### src/hw/rtl/tria_pkg.sv
// ----------------------------------------------------------------------------
// tria_pkg
// shared constants and types for the two-resource interval assigner
// ----------------------------------------------------------------------------
package tria_pkg;

  localparam int MAX_INTERVALS_DEF = 64;
  localparam int TIME_BITS_DEF     = 16;
  localparam int INDEX_BITS        = 6;

  typedef struct packed {
    logic ins;
    logic shl;
    logic clr;
  } cell_ctl_t;

  typedef enum logic [3:0] {
    ST_LOAD   = 4'b0001,
    ST_ASSIGN = 4'b0010,
    ST_READ   = 4'b0100,
    ST_OUT    = 4'b1000
  } state_t;

endpackage

### src/hw/rtl/tria_cell.sv
// ----------------------------------------------------------------------------
// tria_cell
// one slot of the sorting chain: holds an interval; clears, inserts or shifts left
// ----------------------------------------------------------------------------
module tria_cell #(
  parameter int TIME_BITS = tria_pkg::TIME_BITS_DEF,
  parameter int IDX_W     = 6
) (
  input  logic                  clk,
  input  logic                  rst_n,
  input  tria_pkg::cell_ctl_t   ctl,
  input  logic [TIME_BITS-1:0]  new_start,
  input  logic [TIME_BITS-1:0]  new_finish,
  input  logic [IDX_W-1:0]      new_idx,
  input  logic                  l_valid,
  input  logic [TIME_BITS-1:0]  l_start,
  input  logic [TIME_BITS-1:0]  l_finish,
  input  logic [IDX_W-1:0]      l_idx,
  input  logic                  l_g,
  input  logic                  r_valid,
  input  logic [TIME_BITS-1:0]  r_start,
  input  logic [TIME_BITS-1:0]  r_finish,
  input  logic [IDX_W-1:0]      r_idx,
  output logic                  valid,
  output logic [TIME_BITS-1:0]  start,
  output logic [TIME_BITS-1:0]  finish,
  output logic [IDX_W-1:0]      idx,
  output logic                  g
);

  logic                 valid_r, valid_nxt;
  logic [TIME_BITS-1:0] start_r, start_nxt;
  logic [TIME_BITS-1:0] finish_r, finish_nxt;
  logic [IDX_W-1:0]     idx_r, idx_nxt;

  // new item goes at or before this slot
  assign g = !valid_r || (new_start < start_r);

  always_comb begin
    valid_nxt  = valid_r;
    start_nxt  = start_r;
    finish_nxt = finish_r;
    idx_nxt    = idx_r;
    if (ctl.clr) begin
      valid_nxt = 1'b0;
    end else if (ctl.shl) begin
      valid_nxt  = r_valid;
      start_nxt  = r_start;
      finish_nxt = r_finish;
      idx_nxt    = r_idx;
    end else if (ctl.ins && g) begin
      valid_nxt = 1'b1;
      if (l_g) begin
        valid_nxt  = l_valid;
        start_nxt  = l_start;
        finish_nxt = l_finish;
        idx_nxt    = l_idx;
      end else begin
        start_nxt  = new_start;
        finish_nxt = new_finish;
        idx_nxt    = new_idx;
      end
    end
  end

  always_ff @(posedge clk) begin
    if (!rst_n) begin
      valid_r <= 1'b0;
    end else begin
      valid_r <= valid_nxt;
    end
    start_r  <= start_nxt;
    finish_r <= finish_nxt;
    idx_r    <= idx_nxt;
  end

  assign valid  = valid_r;
  assign start  = start_r;
  assign finish = finish_r;
  assign idx    = idx_r;

endmodule

### config.mk
export PLATFORM = sky130hd
export DESIGN_NAME = tria_cell
export DESIGN_NICKNAME = d
export VERILOG_FILES = /design/src/hw/rtl/tria_pkg.sv /design/src/hw/rtl/tria_cell.sv
export SDC_FILE = /design/constraint.sdc
export NUM_CORES = 1
export LEC_CHECK = 0
export ABC_AREA = 0
export BUFFER_PORTS_ARGS = -buffer_cell sky130_fd_sc_hd__buf_2
export CORE_UTILIZATION = 42
export CTS_CLUSTER_SIZE = 20
export DETAILED_ROUTE_END_ITERATION = 8
export GPL_TIMING_DRIVEN = 1
export HOLD_SLACK_MARGIN = 0.03
export PLACE_DENSITY = 0.81
export SLEW_MARGIN = 5
export SYNTH_ARGS = -nofsm -noshare
export SYNTH_HDL_FRONTEND = slang
export SYNTH_SLANG_ARGS = --single-unit
### constraint.sdc
create_clock -name clk -period 6 [get_ports clk]
set_input_delay 0.9 -clock clk [delete_from_list [all_inputs] [get_ports clk]]
set_output_delay 0.9 -clock clk [all_outputs]
set_load 0.03 [all_outputs]
# Word-level counts from Yosys, hierarchy flattened
# Cells that the tools add are included.
# classes
order_cmp,1
mux,12
n_bitwise,2
n_reduce_logical,6
# ops
op,count
16-bit 2-to-1 mux,6
6-bit 2-to-1 mux,3
16-bit less-than comparator,1
1-bit 2-to-1 mux,3
1-bit inverter,2
2-bit AND reduction,1
2-bit nonzero test,1
2-bit OR reduction,1
1-bit logical AND,1
1-bit zero test,1
1-bit logical OR,1
# word_totals
ff_bits,39
input_bits,122
out_inout_bits,40
wordCells,25

# Depth between registers and ports, before layout
# logic_depth
ltp_word,5
ltp_mapped,7
depth_no_buf,7

# Least setup slack after synthesis
# OpenSTA, ideal clock, no wires.
# synth_path
path_type,input to register
from,input new_start[6]
to,"register finish_r[0] (netlist: finish[0]), enable pin"
setup_ns,0.502
arrival_ns,5.090
t_required_ns,5.498
setup_slack_ns,0.408
cell_stages,6
n_path_buf,0
cell_sequence,ha_1 -> a21o_1 -> a211oi_1 -> o21ai_1 -> a2111o_1 -> a311oi_1
# synth_between
elab_chain_cells,5
# synth_rtl
item,line,rtl
from (decl),tria_cell.sv:12,"input logic [TIME_BITS-1:0] new_start,"
16-bit less-than comparator,tria_cell.sv:37,assign g = !valid_r || (new_start < start_r);
1-bit logical OR,tria_cell.sv:37,
1-bit logical AND,tria_cell.sv:51,end else if (ctl.ins && g) begin
2-bit nonzero test (no source line),-,
2-bit AND reduction (no source line),-,
to (signal assigned),tria_cell.sv:73,finish_r <= finish_nxt;
to (decl),tria_cell.sv:33,"logic [TIME_BITS-1:0] finish_r, finish_nxt;"
# No other way between the ends.
# A chain may end at the register's enable or synchronous reset.

# Worst setup path in the final report
# layout_path
from,input new_start[5]
to,output g
# layout_between
elab_chain_cells,2
# layout_rtl
item,line,rtl
16-bit less-than comparator,tria_cell.sv:37,
1-bit logical OR,tria_cell.sv:37,
to (decl),tria_cell.sv:28,output logic g
# No other way between the ends.

==> impl_metrics.tcl <==
set metrics [dict create \
    status "finished, final reports clean" \
    fmax_mhz 286 \
    antenna_found_initial 0 \
    num_rows 27 \
    hold_viol_final 0 \
    n_antenna_cell 0 \
    first_global_vias 2121 \
    ys_warn_count 0 \
    critical_path_depth 8 \
    slew_viol_final 0 \
    fp.dieW_um 77.4 \
    final_nets 521 \
    path_delay_family "compound AO/OA/AOI/OAI gates" \
    ys_types 29 \
    worst_pin_slew_ns 1.15 \
    grt_overflow 0 \
    use_met3 0.0682 \
    tns_ns 0 \
    final_common_cell "buf_2" \
    antenna_left 0 \
    cts_tree "done" \
    clock_skew_ns 0.00848 \
    syn_inst 226 \
    cellLeakagePower_nw 1.70 \
    cts_hold_buf 0 \
    seq_area_um2 1160 \
    power_density_nw_per_um2 208 \
    min_path_cells 2 \
    track_usage 0.200 \
    clockRootBuffer "clkbuf_8" \
    grt_pass1_wl_um 9270 \
    io_pins 162 \
    core_area_um2 5510 \
    setup_viol 0 \
    post_cts_buffers 0 \
    grt_util_met2 0.352 \
    cts_resized 0 \
    cp.arrival_ns 2.59 \
    numCtsBuffers 5 \
    detail_route.wl_per_cell_um 12.7 \
    power_mw 0.699 \
    hold_start "valid$_SDFFE_PP0P_" \
    firstDrtPassIters 5 \
    area.growth.synth_to_final_pct 40.6 \
    critPathLaunchType "primary input" \
    relSlewSlack 0.231 \
    wl_um 5800 \
    cts_max_level 2 \
    grt_use_met1 0.222 \
    fin_util 0.610 \
    vias 2241 \
    layout_common_cells "161 x buf_2, 41 x nand2_1, 39 x o21ai_1" \
    start_util 0.434 \
    syn-num-nets 363 \
    grt_busiest_layer "met2" \
    dp_cells 449 \
    grt_setup_unrepaired "false" \
    stdcell_count 457 \
    min_period_over_period 0.582 \
    maxCapViolCount 0 \
    die_area_um2 6000 \
    cp_cell_sequence "buf_2 > ha_1 > or3_1 > a21oi_1 > nor3_1 > a2111o_1 > nand2_1 > buf_2" \
    nFillCells 470 \
    synth-seq-cells 39 \
    critPathSlowestCell "a2111o_1" \
    clk_path_buf_depth 2 \
    end_kind "output pin" \
    clkTransAtPathRegs_ns 0.07 \
    drc 0 \
    worstRegToRegCells 8 \
    critPathMaxFanout 3 \
    multiInputGateArea_um2 1140 \
    irDropWorstVdd_v 0.000111 \
    drtIter0Drc 117 \
    hold-worst-slack_ns 0.719 \
    grt_max_degree 79 \
    crit_type "primary input to output pin" \
    critPathLaunch "new_start[5]" \
    io_buffers 161 \
    crit_top_cell "buf_2" \
    avgSynthCellArea_um2 10.6 \
    worstHoldPathType "flop to flop" \
    worst-path-buf-inv 2 \
    max_stage_delay_ns 0.43 \
    routabilityCongestion 0.841 \
    seq_area_frac_synth 0.486 \
    fin_crit_ns 3.49 \
    worst_ep_required_time_ns 5.10 \
    layout-drive-gt1-share 0.452 \
    cts_sinks 39 \
    netlist_area_um2 2390 \
    hpwlAfterDp_um 4510 \
    die_h_um 77.4 \
    clk_latency_ns 0.29 \
    viasPerCell 4.90 \
    reg2reg_from "start[5]$_DFFE_PP_" \
]
## final cells by class
type / instances / area share
flip-flops and latches: 39 / 0.346
multi-input cells: 159 / 0.339
repair buffers: 163 / 0.244
well taps: 72 / 0.0268
clock buffers: 5 / 0.0205
inverters: 16 / 0.0179
clock inverters: 3 / 0.00596
## kinds of logic after synthesis
group,after synthesis,synth area share
AO/OA/AOI/OAI,56,0.143
AND/OR/NAND/NOR,50,0.0885
flip-flops,39,0.486
multiplexers,38,0.159
buffers and inverters,28,0.0450
adder cells (fa/ha/maj),15,0.0785
## cell usage after synthesis (all sizes together)
cell type | count | share of area
a2111o | 1 | 0.0047
a2111oi | 1 | 0.012
a211oi | 1 | 0.0031
a21boi | 1 | 0.0047
a21o | 2 | 0.0063
a21oi | 4 | 0.0084
a311oi | 1 | 0.0037
buf | 4 | 0.0073
clkbuf | 8 | 0.013
dfxtp | 1 | 0.0084
edfxtp | 38 | 0.48
ha | 15 | 0.079
inv | 16 | 0.025
mux2i | 38 | 0.16
nand2 | 41 | 0.064
nand2b | 1 | 0.0058
nand3 | 2 | 0.0042
nand4 | 2 | 0.0052
nor2 | 1 | 0.0016
nor2b | 1 | 0.0026
nor3 | 1 | 0.0021
o21a | 2 | 0.0063
o21ai | 40 | 0.084
o21ba | 1 | 0.0042
o221ai | 1 | 0.0037
o22ai | 1 | 0.0026
or3 | 1 | 0.0026
## state kept, by name, indices dropped and copies added, names as in the netlist
| name | flops |
|---|---|
| finish | 16 |
| start | 16 |
| idx | 6 |
| valid | 1 |
## tightest hold or removal path: stages (launching register included)
cell      delay (ns)
dfxtp_1         0.36
o221ai_1        0.17
o21ba_1         0.15
## layer usage
layer	share of wire	up-vias
li1	-	1143
met1	0.41	987
met2	0.50	99
met3	0.074	12
met4	0.020	0
met5	0	-
## stage by stage
step,area [um2],setup WS [ns]
detailed placement,3270,2.48
global route,3360,2.40
CTS,3360,2.49
floorplan,2390,0.408
finish,3360,2.51
global placement,3270,2.52
## power breakdown
group	switching [mW]	leakage, nW	internal, mW
combinational	0.111	1.28	0.0799
clock	0.0955	0.0418	0.0810
sequential	0.00691	0.376	0.325
## worst paths after layout
| kind | end | slack, ns |
|---|---|---|
| setup / recovery | g | 2.51 |
| hold / removal | valid$_SDFFE_PP0P_ | 0.72 |
| setup reg to reg | start[13]$_DFFE_PP_ | 3.18 |
| hold reg to reg | valid$_SDFFE_PP0P_ | 0.72 |
No activity file was read; power rests on OpenSTA's default activity.
