File: src/hw/rtl/tria_ram.sv
// ----------------------------------------------------------------------------
// tria_ram
// generic single write port ram with registered read
// ----------------------------------------------------------------------------
module tria_ram #(
  parameter int WIDTH = 1,
  parameter int DEPTH = 64
) (
  input  logic                     clk,
  input  logic                     wr_en,
  input  logic [$clog2(DEPTH)-1:0] wr_addr,
  input  logic [WIDTH-1:0]         wr_data,
  input  logic [$clog2(DEPTH)-1:0] rd_addr,
  output logic [WIDTH-1:0]         rd_data
);

  logic [WIDTH-1:0] mem [DEPTH];
  logic [WIDTH-1:0] rd_data_r;

  always_ff @(posedge clk) begin
    if (wr_en) begin
      mem[wr_addr] <= wr_data;
    end
    rd_data_r <= mem[rd_addr];
  end

  assign rd_data = rd_data_r;

endmodule

File: config.mk
export PLATFORM = sky130hd
export DESIGN_NAME = tria_ram
export DESIGN_NICKNAME = d
export VERILOG_FILES = /design/src/hw/rtl/tria_ram.sv
export SDC_FILE = /design/constraint.sdc
export NUM_CORES = 1
export LEC_CHECK = 0
export ABC_AREA = 0
export BUFFER_PORTS_ARGS = -buffer_cell sky130_fd_sc_hd__buf_2
export CAP_MARGIN = 20
export CORE_UTILIZATION = 54
export DETAILED_ROUTE_END_ITERATION = 10
export PLACE_DENSITY = 0.75
export SLEW_MARGIN = 5
export SYNTH_ARGS = -nofsm -noshare
export SYNTH_HDL_FRONTEND = slang
export SYNTH_SLANG_ARGS = --single-unit
File: constraint.sdc
create_clock -name clk -period 2.17 [get_ports clk]
set_clock_uncertainty 0.05 [all_clocks]
set_input_delay 0.651 -clock clk [delete_from_list [all_inputs] [get_ports clk]]
set_output_delay 0.651 -clock clk [all_outputs]
set_load 0.03 [all_outputs]
== Yosys cells after proc, flatten, opt, wreduce, memory -nomap -nowiden ==
Memories as Yosys holds them, arrays and structs flattened. A register that Yosys moved wholly into a read port is not among the register bits.
Index checks and enable logic that the tools add are counted.
W data, S select, Z words.
Storage, ports and cells
  bits in registers: 0
  bits in writable memories: 64
  bits of input ports: 15
  output and inout port bits: 1
  word-level logic and storage cells: 3
  memories kept: 1
Operators by class
  mux-type cells: 2
Memory list
  mem: depth 64, bits a word 1, rd ports 1, clocked after memory_dff 1, wr ports 1, RTL line 17  | logic [WIDTH-1:0] mem [DEPTH];
Operators by type and width (count)
  $mux W1: 2

== Longest topological paths before layout ==
Gate-level depths: netlist (run 1).
  word-level depth: 2
  mapped depth: 6
  gate-level depth less buffers: 4

== Least setup slack after synthesis (run 1) ==
Ideal clock, no wire load.
  kind: input port to flip-flop
  start: input port rd_addr[1]
  end: register rd_data_r (netlist: rd_data) (read register of mem)
  library setup time: 0.117 ns
  arrival: 2.069 ns
  required time: 2.003 ns
  slack: -0.066 ns
  stages: 5
  path buffers: 1
  cells stage by stage: buf_6 mux4_2 mux4_2 or2_0 a32o_1
RTL lines
  from (decl): RTL line 13  | input logic [$clog2(DEPTH)-1:0] rd_addr,
  to (decl): RTL line 18  | logic [WIDTH-1:0] rd_data_r;

==> results of run 1 <==
-- worst max-delay path, delay by kind of cell --
family          cells  cell delay [ps]
compound gates      1              200
buf+inv             1              160
mux                 2             1050
simple gates        1              210
-- power groups by stage --
| stage | clock network [mW] | logic [mW] | registers (mW) |
|---|---|---|---|
| 2_1_floorplan | 0 | 0.100 | 1.42 |
| 3_3_place_gp | 0 | 0.174 | 1.42 |
| 3_5_place_dp | 0 | 0.178 | 1.42 |
| 4_1_cts | 1.21 | 0.178 | 1.39 |
| 5_1_grt | 1.26 | 0.194 | 1.39 |
| 6_report | 1.20 | 0.177 | 1.39 |
-- worst min path at each step --
stage / endpoint / slack (ps) / depth (start not counted)
detailed placement: rd_data$_DFF_P_ / 810 / 4
finish: rd_data$_DFF_P_ / 540 / 2
floorplan: mem[0]$_DFFE_PP_ / 700 / 0
global placement: rd_data$_DFF_P_ / 780 / 4
global route: rd_data$_DFF_P_ / 540 / 2
CTS: rd_data$_DFF_P_ / 530 / 2
-- stage by stage --
step	instances	worst slack, ps	hold WS, ps	TNS (ps)
CTS	300	95.1	534	0
global placement	284	-220	784	-220
finish	300	103	544	0
floorplan	204	-65.9	700	-65.9
global route	300	67.5	539	0
detailed placement	284	-270	814	-270
-- sequential cells by signal, indices dropped and copies added (netlist names) --
signal and flops:
mem 64, rd_data 1
-- logic make-up (layout without fill, tap and decap cells) --
logic type | count (synthesis) | count (layout) | synth area share, %
compound gates | 6 | 6 | 1.59
buf+inv | 12 | 38 | 1.85
flops | 65 | 65 | 66.6
mux | 17 | 17 | 14.0
simple gates | 104 | 104 | 15.9
-- final cells by class --
| class | count | area [um2] |
|---|---|---|
| flip-flops and latches | 65 | 1940 |
| repair buffers | 22 | 153 |
| fillers | 395 | 1810 |
| clock buffers | 10 | 128 |
| well taps | 70 | 87.6 |
| clock inverters | 6 | 106 |
| multi-input cells | 127 | 918 |
-- synthesized netlist by cell type (all sizes together) --
cell type / instances / share of area [%]
or3b: 1 / 0.30
or3: 1 / 0.21
nor3: 2 / 0.34
or2: 1 / 0.21
a21boi: 1 / 0.26
a22oi: 2 / 0.52
nand4b: 1 / 0.30
and2b: 1 / 0.26
a41oi: 1 / 0.30
nand2: 7 / 0.90
nand3: 9 / 1.5
clkbuf: 10 / 1.3
edfxtp: 64 / 66
nand2b: 2 / 0.43
a32o: 1 / 0.34
a21oi: 1 / 0.17
buf: 2 / 0.56
dfxtp: 1 / 0.69
nor2: 67 / 8.6
mux4: 17 / 14
nor2b: 5 / 1.1
nand4: 3 / 0.64
nand3b: 4 / 1.0
-- metal layers --
metal	part of all wire (%)	global-route usage, %
met5	0	0
met4	2.4	11.7
met3	8.4	5.42
met2	49	34.8
met1	40	32.6
==> impl_metrics.yaml, run 1 <==
power_and_ir_drop:
  power_frac_seq_pct: 50.2
  p_per_area_mw_per_mm2: 831
  p_leak_nw: 1.07
  p_sw_mw: 0.554
  ir_worst_vdd_uv: 529
  swShare_pct: 20.0
  p_comb_share_pct: 6.4
  p_int_mw: 2.22
  clockPowerShare_pct: 43.4
  power.total_mw: 2.77
routing:
  drtPass1Iterations: 4
  drt-total-wl_mm: 5.70
  wl_per_cell_um: 19.0
  drt_iter0_markers: 193
  vias_per_cell: 5.80
  drcViolationCount: 0
  via_count: 1741
  final_antenna_net_count: 0
run:
  max-cap-violations: 0
timing:
  worstMarginPinSlew_ps: 447
  slew_violations: 0
  period_share_pct: 95.2
  rsz0062_at_grt: "no"
  fmax_mhz: 484
  hold_violations: 0
  final.min_clock_period_ps: 2070
  setup_viol: 0
  slew_headroom_pct: 70.1
clock_network:
  cts_max_path_buffers: 2
  cts_resized: 0
  cts_buffers: 9
  cts_setup_buffers: 0
  clk_latency_ps: 340
  cts_tree: "yes"
  hold_buffers: 0
  clkTransAtPathRegs_ps: 70
  root_buffer: "clkbuf_8"
  clkSinkCount: 65
  ctsHtreeMaxLevel: 3
finish:
  areaGrowthSynthToFinish_pct: 14.4
  drive_gt1_share_pct: 20.4
  diodes: 0
  final_common_cell: "nor2_1"
  finish.utilization_pct: 64.9
  fin_nets: 240
  stdcell_area_mm2: 0.00333
  layout_common_cells: "nor2_1, edfxtp_1, buf_2"
worst_setup_path:
  rr_endpoint: "rd_data$_DFF_P_"
  slowest_stage: "mux4_1"
  end_kind: "flip-flop"
  cp.required_ps: 2360
  crit_start: "rd_addr[1]"
  start_kind: "input port"
  cp_slowest_stage_delay_ps: 580
  worst-path-max-fanout: 6
  r2r_slack_ps: 210
  r2r_cells: 4
  r2r_start: "mem[3]$_DFFE_PP_"
  critPathKind: "in2reg"
  arrival_ps: 2260
  crit_chain: "buf_2 -> mux4_1 -> mux4_2 -> or2_0 -> a32o_1"
  endpoint: "rd_data$_DFF_P_"
yosys:
  yosys.cell_types.count: 25
  netlist_instances: 204
  ys_seq_area_share_pct: 66.6
  postSynthAreaPerCell_um2: 14.3
  ys_warn_count: 0
  ys_ff_latch: 65
  syn_nets: 219
  synth_area_mm2: 0.00291
place:
  dpl_cell_area_mm2: 0.00310
  place_hpwl_mm: 3.75
  gp_congestion: 0.731
  numPortBuffers: 15
floorplan:
  core-area_mm2: 0.00514
  die_h_um: 75.5
  die_x_um: 75.5
  start_util_pct: 56.7
  die_area_mm2: 0.00569
  ios: 16
  rows: 26
run_status:
  run_status: "finished, final reports clean"
global_routing:
  grt_use_total_pct: 23.3
  antenna_found_initial: 0
  grt_overflow: 0
  grt_pass1_vias: 1648
  grt_max_degree: 65
  grt_pass1_wl_mm: 8.81
hold_path:
  hold_start: "rd_addr[5]"
  min_path_type: "in2reg"
Note: power is estimated with default switching activity, not from simulation.
==> run 2, diff against run 1 <==
--- a/config.mk
+++ b/config.mk
@@ -5,12 +5,14 @@
 export SDC_FILE = /design/constraint.sdc
 export NUM_CORES = 1
 export LEC_CHECK = 0
-export ABC_AREA = 0
+export ABC_AREA = 1
 export BUFFER_PORTS_ARGS = -buffer_cell sky130_fd_sc_hd__buf_2
 export CAP_MARGIN = 20
 export CORE_UTILIZATION = 54
 export DETAILED_ROUTE_END_ITERATION = 10
 export PLACE_DENSITY = 0.75
+export REMOVE_ABC_BUFFERS = 1
+export SKIP_CTS_REPAIR_TIMING = 1
 export SLEW_MARGIN = 5
 export SYNTH_ARGS = -nofsm -noshare
 export SYNTH_HDL_FRONTEND = slang
==> impl_metrics.yaml, run 2 <==
timing:
  rsz0062_at_grt: "no"
  setup_viol: 0
  hold_violations: 0
  period_share_pct: 74.9
  final.min_clock_period_ps: 1630
  worstMarginPinSlew_ps: 417
  slew_headroom_pct: 72.1
  fmax_mhz: 615
  slew_violations: 0
  fin_setup_tns_ps: 0
yosys:
  ys_seq_area_share_pct: 63.8
  ys_ff_latch: 65
  synth_area_mm2: 0.00305
  synth_commonest_cells: "nand2_1, edfxtp_1, nand3_1, nor2_1, inv_1"
  synth.area.top_cells: "edfxtp_1, nand2_1, nand3_1"
  synth.top_cell.area_share_pct: 63.1
  netlist_instances: 314
  synth_area_leader_cell: "edfxtp_1"
  synth_edf_count: 64
  ys_warn_count: 0
  async_flop_share_pct: 0
  yosysMostFrequentCell: "nand2_1"
  postSynthAreaPerCell_um2: 9.70
  yosys.cell_types.count: 14
  synthFlopType: "edfxtp_1"
worst_setup_path:
  worst-path-max-fanout: 7
  arrival_ps: 1620
  cp.required_ps: 2160
  critPathKind: "in2reg"
  start_kind: "input port"
  end_kind: "flip-flop"
global_routing:
  grt_pass1_wl_mm: 11.0
  grt_max_degree: 43
  grt_use_total_pct: 25.2
  grt_overflow: 0
  antenna_found_initial: 0
  grt_pass1_vias: 2173
clock_network:
  ctsHtreeMaxLevel: 3
  clkTransAtPathRegs_ps: 70
  clkSinkCount: 65
  clk_latency_ps: 340
  cts_max_path_buffers: 2
  cts_tree: "yes"
  cts_buffers: 9
  root_buffer: "clkbuf_8"
run_status:
  run_status: "finished, final reports clean"
place:
  numPortBuffers: 15
  dp.cells: 395
  gp_congestion: 0.914
  place_hpwl_mm: 4.31
run:
  max-cap-violations: 0
finish:
  drive_gt1_share_pct: 10.9
  layout_common_cells: "nand2_1, edfxtp_1, nor2_1, nand3_1, buf_2"
  top_register: "mem"
  final_cells: 411
  largest_reg_flops: 64
  finish.utilization_pct: 63.9
  multiInputGateArea_um2: 933
  final_common_cell: "nand2_1"
  areaGrowthSynthToFinish_pct: 10.6
  fin_nets: 351
  fillers: 459
  seqCellArea_mm2: 0.00194
  diodes: 0
routing:
  wl_met3_um: 449
  dr_wl_met2_mm: 3.12
  top_layer: "met4"
  wl_per_cell_um: 16.4
  drcViolationCount: 0
  vias_per_cell: 5.58
  via_count: 2294
  drt_iter0_markers: 200
  met1Wirelength_mm: 3.01
  final_antenna_net_count: 0
  drt-total-wl_mm: 6.73
  drtPass1Iterations: 4
floorplan:
  core-area_mm2: 0.00527
  die_x_um: 77.1
  die_area_mm2: 0.00594
  die_h_um: 77.1
  start_util_pct: 57.8
  rows: 26
  ios: 16
power_and_ir_drop:
  p_leak_nw: 1.23
  p_per_area_mw_per_mm2: 762
  ir_worst_vdd_uv: 346
hold_path:
  min_path_type: "in2reg"
[run 2: changes by cell type in the layout (fill, tap and decap cells not counted), moves of 4 or more]
cell,delta
inv_1,+14
nor4_1,+4
nor2b_1,-5
nand2_1,+79
mux4_1,-7
nand3_1,+52
nand3b_1,-4
mux4_2,-10
nor2_1,-6
[run 2: worst max-delay path, stage by stage]
cell	delay, ps
buf_2	140
inv_1	120
nor3_1	300
nand2_1	230
nor2_1	170
[run 2: layout make-up]
class,instances,share of cell area [%]
Timing Repair Buffer,23,4.76
Tap cell,70,2.60
Clock inverter,4,1.30
Inverter,16,1.93
Sequential cell,65,57.7
Multi-Input combinational cell,221,27.7
Clock buffer,12,4.01
[run 2: cells by family after synthesis]
| kind of cell | synth area share, % |
|---|---|
| AND/OR/NAND/NOR | 30.6 |
| flip-flops | 63.8 |
| buffers and inverters | 5.59 |
[run 2: power breakdown]
| part | total, mW | internal [mW] | leakage [nW] | switching [mW] |
|---|---|---|---|---|
| registers | 1.39 | 1.39 | 0.584 | 0.00234 |
| logic | 0.212 | 0.0604 | 0.552 | 0.152 |
| clock network | 0.964 | 0.524 | 0.0918 | 0.439 |
[run 2: path summary, 6_finish.rpt]
path                           from  depth (start not counted)  slack [ps]                end
hold / removal           rd_addr[5]                          3         510    rd_data$_DFF_P_
hold reg to reg   mem[12]$_DFFE_PP_                          8         730    rd_data$_DFF_P_
setup reg to reg  mem[35]$_DFFE_PP_                          8        1010    rd_data$_DFF_P_
setup / recovery         wr_addr[2]                          5         540  mem[22]$_DFFE_PP_
[run 2: per-layer routing]
metal / up-vias / global-route usage [%]
met1: 1080 / 33.4
li1: 1112 / -
met3: 13 / 4.17
met5: - / 0
met4: 0 / 14.0
met2: 89 / 39.6
[run 2: metrics by stage]
stage                     hold WS (ps)  setup slack (ps)  instance area (um2)  power, mW
after floorplan                    671               574                 2940       1.52
after global placement             713               251                 3190       1.62
after detailed placement           722               204                 3190       1.63
after CTS                          499               544                 3370       2.57
final                              506               544                 3370       2.57
after global routing               525               405                 3370       2.66
==> run 3, diff against run 2 <==
--- a/config.mk
+++ b/config.mk
@@ -5,12 +5,12 @@
 export SDC_FILE = /design/constraint.sdc
 export NUM_CORES = 1
 export LEC_CHECK = 0
-export ABC_AREA = 1
+export ABC_AREA = 0
 export BUFFER_PORTS_ARGS = -buffer_cell sky130_fd_sc_hd__buf_2
 export CAP_MARGIN = 20
-export CORE_UTILIZATION = 54
+export CORE_UTILIZATION = 60
 export DETAILED_ROUTE_END_ITERATION = 10
-export PLACE_DENSITY = 0.75
+export PLACE_DENSITY = 0.79
 export REMOVE_ABC_BUFFERS = 1
 export SKIP_CTS_REPAIR_TIMING = 1
 export SLEW_MARGIN = 5
==> constraint.sdc (replaced) <==
create_clock -name clk -period 1.6 [get_ports clk]
set_clock_uncertainty 0.05 [all_clocks]
set_input_delay 0.48 -clock clk [delete_from_list [all_inputs] [get_ports clk]]
set_output_delay 0.48 -clock clk [all_outputs]
set_load 0.03 [all_outputs]
==> impl_metrics.yaml, run 3 (synthesis gave the netlist of run 1 again) <==
worst_setup_path:
  critPathKind: "reg2reg"
  end_kind: "flip-flop"
  start_kind: "flip-flop"
  cp_slowest_stage_delay_ps: 490
  slowest_stage: "mux4_2"
  crit_chain: "mux4_2 -> mux4_2 -> or2_0 -> a32o_1"
  r2r_cells: 4
  crit_buf_inv: 0
  r2r_slack_ps: -320
  crit_top_cell: "mux4_2"
  cp.required_ps: 1790
  arrival_ps: 2110
  rr_endpoint: "rd_data$_DFF_P_"
  r2r_start: "mem[23]$_DFFE_PP_"
  crit_family: "multiplexers"
  worst-path-max-fanout: 1
finish:
  fillers: 292
  layout_common_cells: "nor2_1, edfxtp_1, buf_4"
  areaGrowthSynthToFinish_pct: 14.9
  largest_reg_flops: 64
  diodes: 0
  final_common_cell: "nor2_1"
  top_register: "mem"
  fin_nets: 259
  final_cells: 301
  drive_gt1_share_pct: 25.7
clock_network:
  root_buffer: "clkbuf_8"
  ctsHtreeMaxLevel: 3
  clkTransAtPathRegs_ps: 70
  clk_latency_ps: 340
  cts_buffers: 9
  clkSinkCount: 65
  cts_max_path_buffers: 2
  cts_tree: "yes"
timing:
  rsz0062_at_grt: "yes"
  worst_slack_ps: -321
  final.min_clock_period_ps: 1920
  setup_viol: 1
  hold_violations: 0
  fmax_mhz: 520
  whs_ps: 347
  worstMarginPinSlew_ps: 901
  slew_headroom_pct: 39.9
  period_share_pct: 120
  slew_violations: 0
place:
  numPortBuffers: 15
  gp_congestion: 0.801
  dp_slack_ps: -661
  dp.cells: 285
  place_hpwl_mm: 4.07
hold_path:
  min_path_type: "in2reg"
  holdPathStages: 2
  hold_end: "rd_data$_DFF_P_"
  hold_start: "rd_addr[5]"
floorplan:
  start_util_pct: 64.7
  rows: 24
  die_x_um: 71.7
  core-area_mm2: 0.00450
  die_area_mm2: 0.00514
  die_h_um: 71.7
  ios: 16
routing:
  drcViolationCount: 0
  drtPass1Iterations: 7
  drt_iter0_markers: 165
  final_antenna_net_count: 0
  drt-total-wl_mm: 5.83
  vias_per_cell: 6.16
  via_count: 1853
  wl_per_cell_um: 19.4
global_routing:
  grt_use_total_pct: 25.8
  grt_max_degree: 65
  antenna_found_initial: 0
  grt_overflow: 0
  grt_pass1_vias: 1874
  grt_pass1_wl_mm: 9.16
power_and_ir_drop:
  power.total_mw: 3.27
  ir_worst_vdd_uv: 733
  p_leak_nw: 1.11
  p_per_area_mw_per_mm2: 977
run:
  max-cap-violations: 0
run_status:
  run_status: "finished, violations left"
  violations: "setup timing"
run 3: cell count changes in the layout (fill, tap and decap cells not counted), sizes merged, moves of 4 or more:
cell,before,now
nor2,61,67
nand3b,0,4
mux4,0,17
nor4,4,0
nand2,86,7
nor2b,0,5
inv,16,0
buf,23,41
nand3,61,9
run 3: worst max path at each step:
stage                      startpoint              end  depth (start not counted)
finish              mem[23]$_DFFE_PP_  rd_data$_DFF_P_                          4
global route        mem[23]$_DFFE_PP_  rd_data$_DFF_P_                          4
CTS                 mem[23]$_DFFE_PP_  rd_data$_DFF_P_                          4
detailed placement         rd_addr[1]  rd_data$_DFF_P_                          5
global placement           rd_addr[1]  rd_data$_DFF_P_                          5
floorplan                  rd_addr[1]  rd_data$_DFF_P_                          4
run 3: worst reg2reg max path: cells and delay by family, from the launching register on:
kind / cells / cell delay, ps
AO/OA/AOI/OAI: 1 / 200
flip-flops: 1 / 410
AND/OR/NAND/NOR: 1 / 210
multiplexers: 2 / 960
run 3: metrics by stage:
stage | instance area, um2 | util, % | setup TNS, ps
4_1_cts | 3350 | 74.4 | -347
3_3_place_gp | 3200 | 70.9 | -874
3_5_place_dp | 3200 | 70.9 | -2590
5_1_grt | 3350 | 74.4 | -386
6_report | 3350 | 74.4 | -321
2_1_floorplan | 2860 | - | -384
run 3: where the power goes:
| group | internal (mW) | switching [mW] |
|---|---|---|
| Clock | 0.543 | 0.580 |
| Combinational | 0.116 | 0.146 |
| Sequential | 1.88 | 0.00333 |
run 3: layout make-up:
cell class | instances | area (um2) | share of cell area (%)
sequential | 65 | 1940 | 58.0
multi-input combinational | 127 | 918 | 27.4
timing repair buffer | 41 | 270 | 8.07
clock buffer | 11 | 131 | 3.92
tap | 52 | 65.1 | 1.94
clock inverter | 5 | 22.5 | 0.672
run 3: layer usage:
metal  vias to the layer above  global-route usage, %  routed length (um)
li1                        850                      -                   -
met1                       908                   32.1                2210
met2                        78                   42.5                3010
met3                        17                   4.92                 444
met4                         0                   15.7                 163
met5                         -                      0                   0
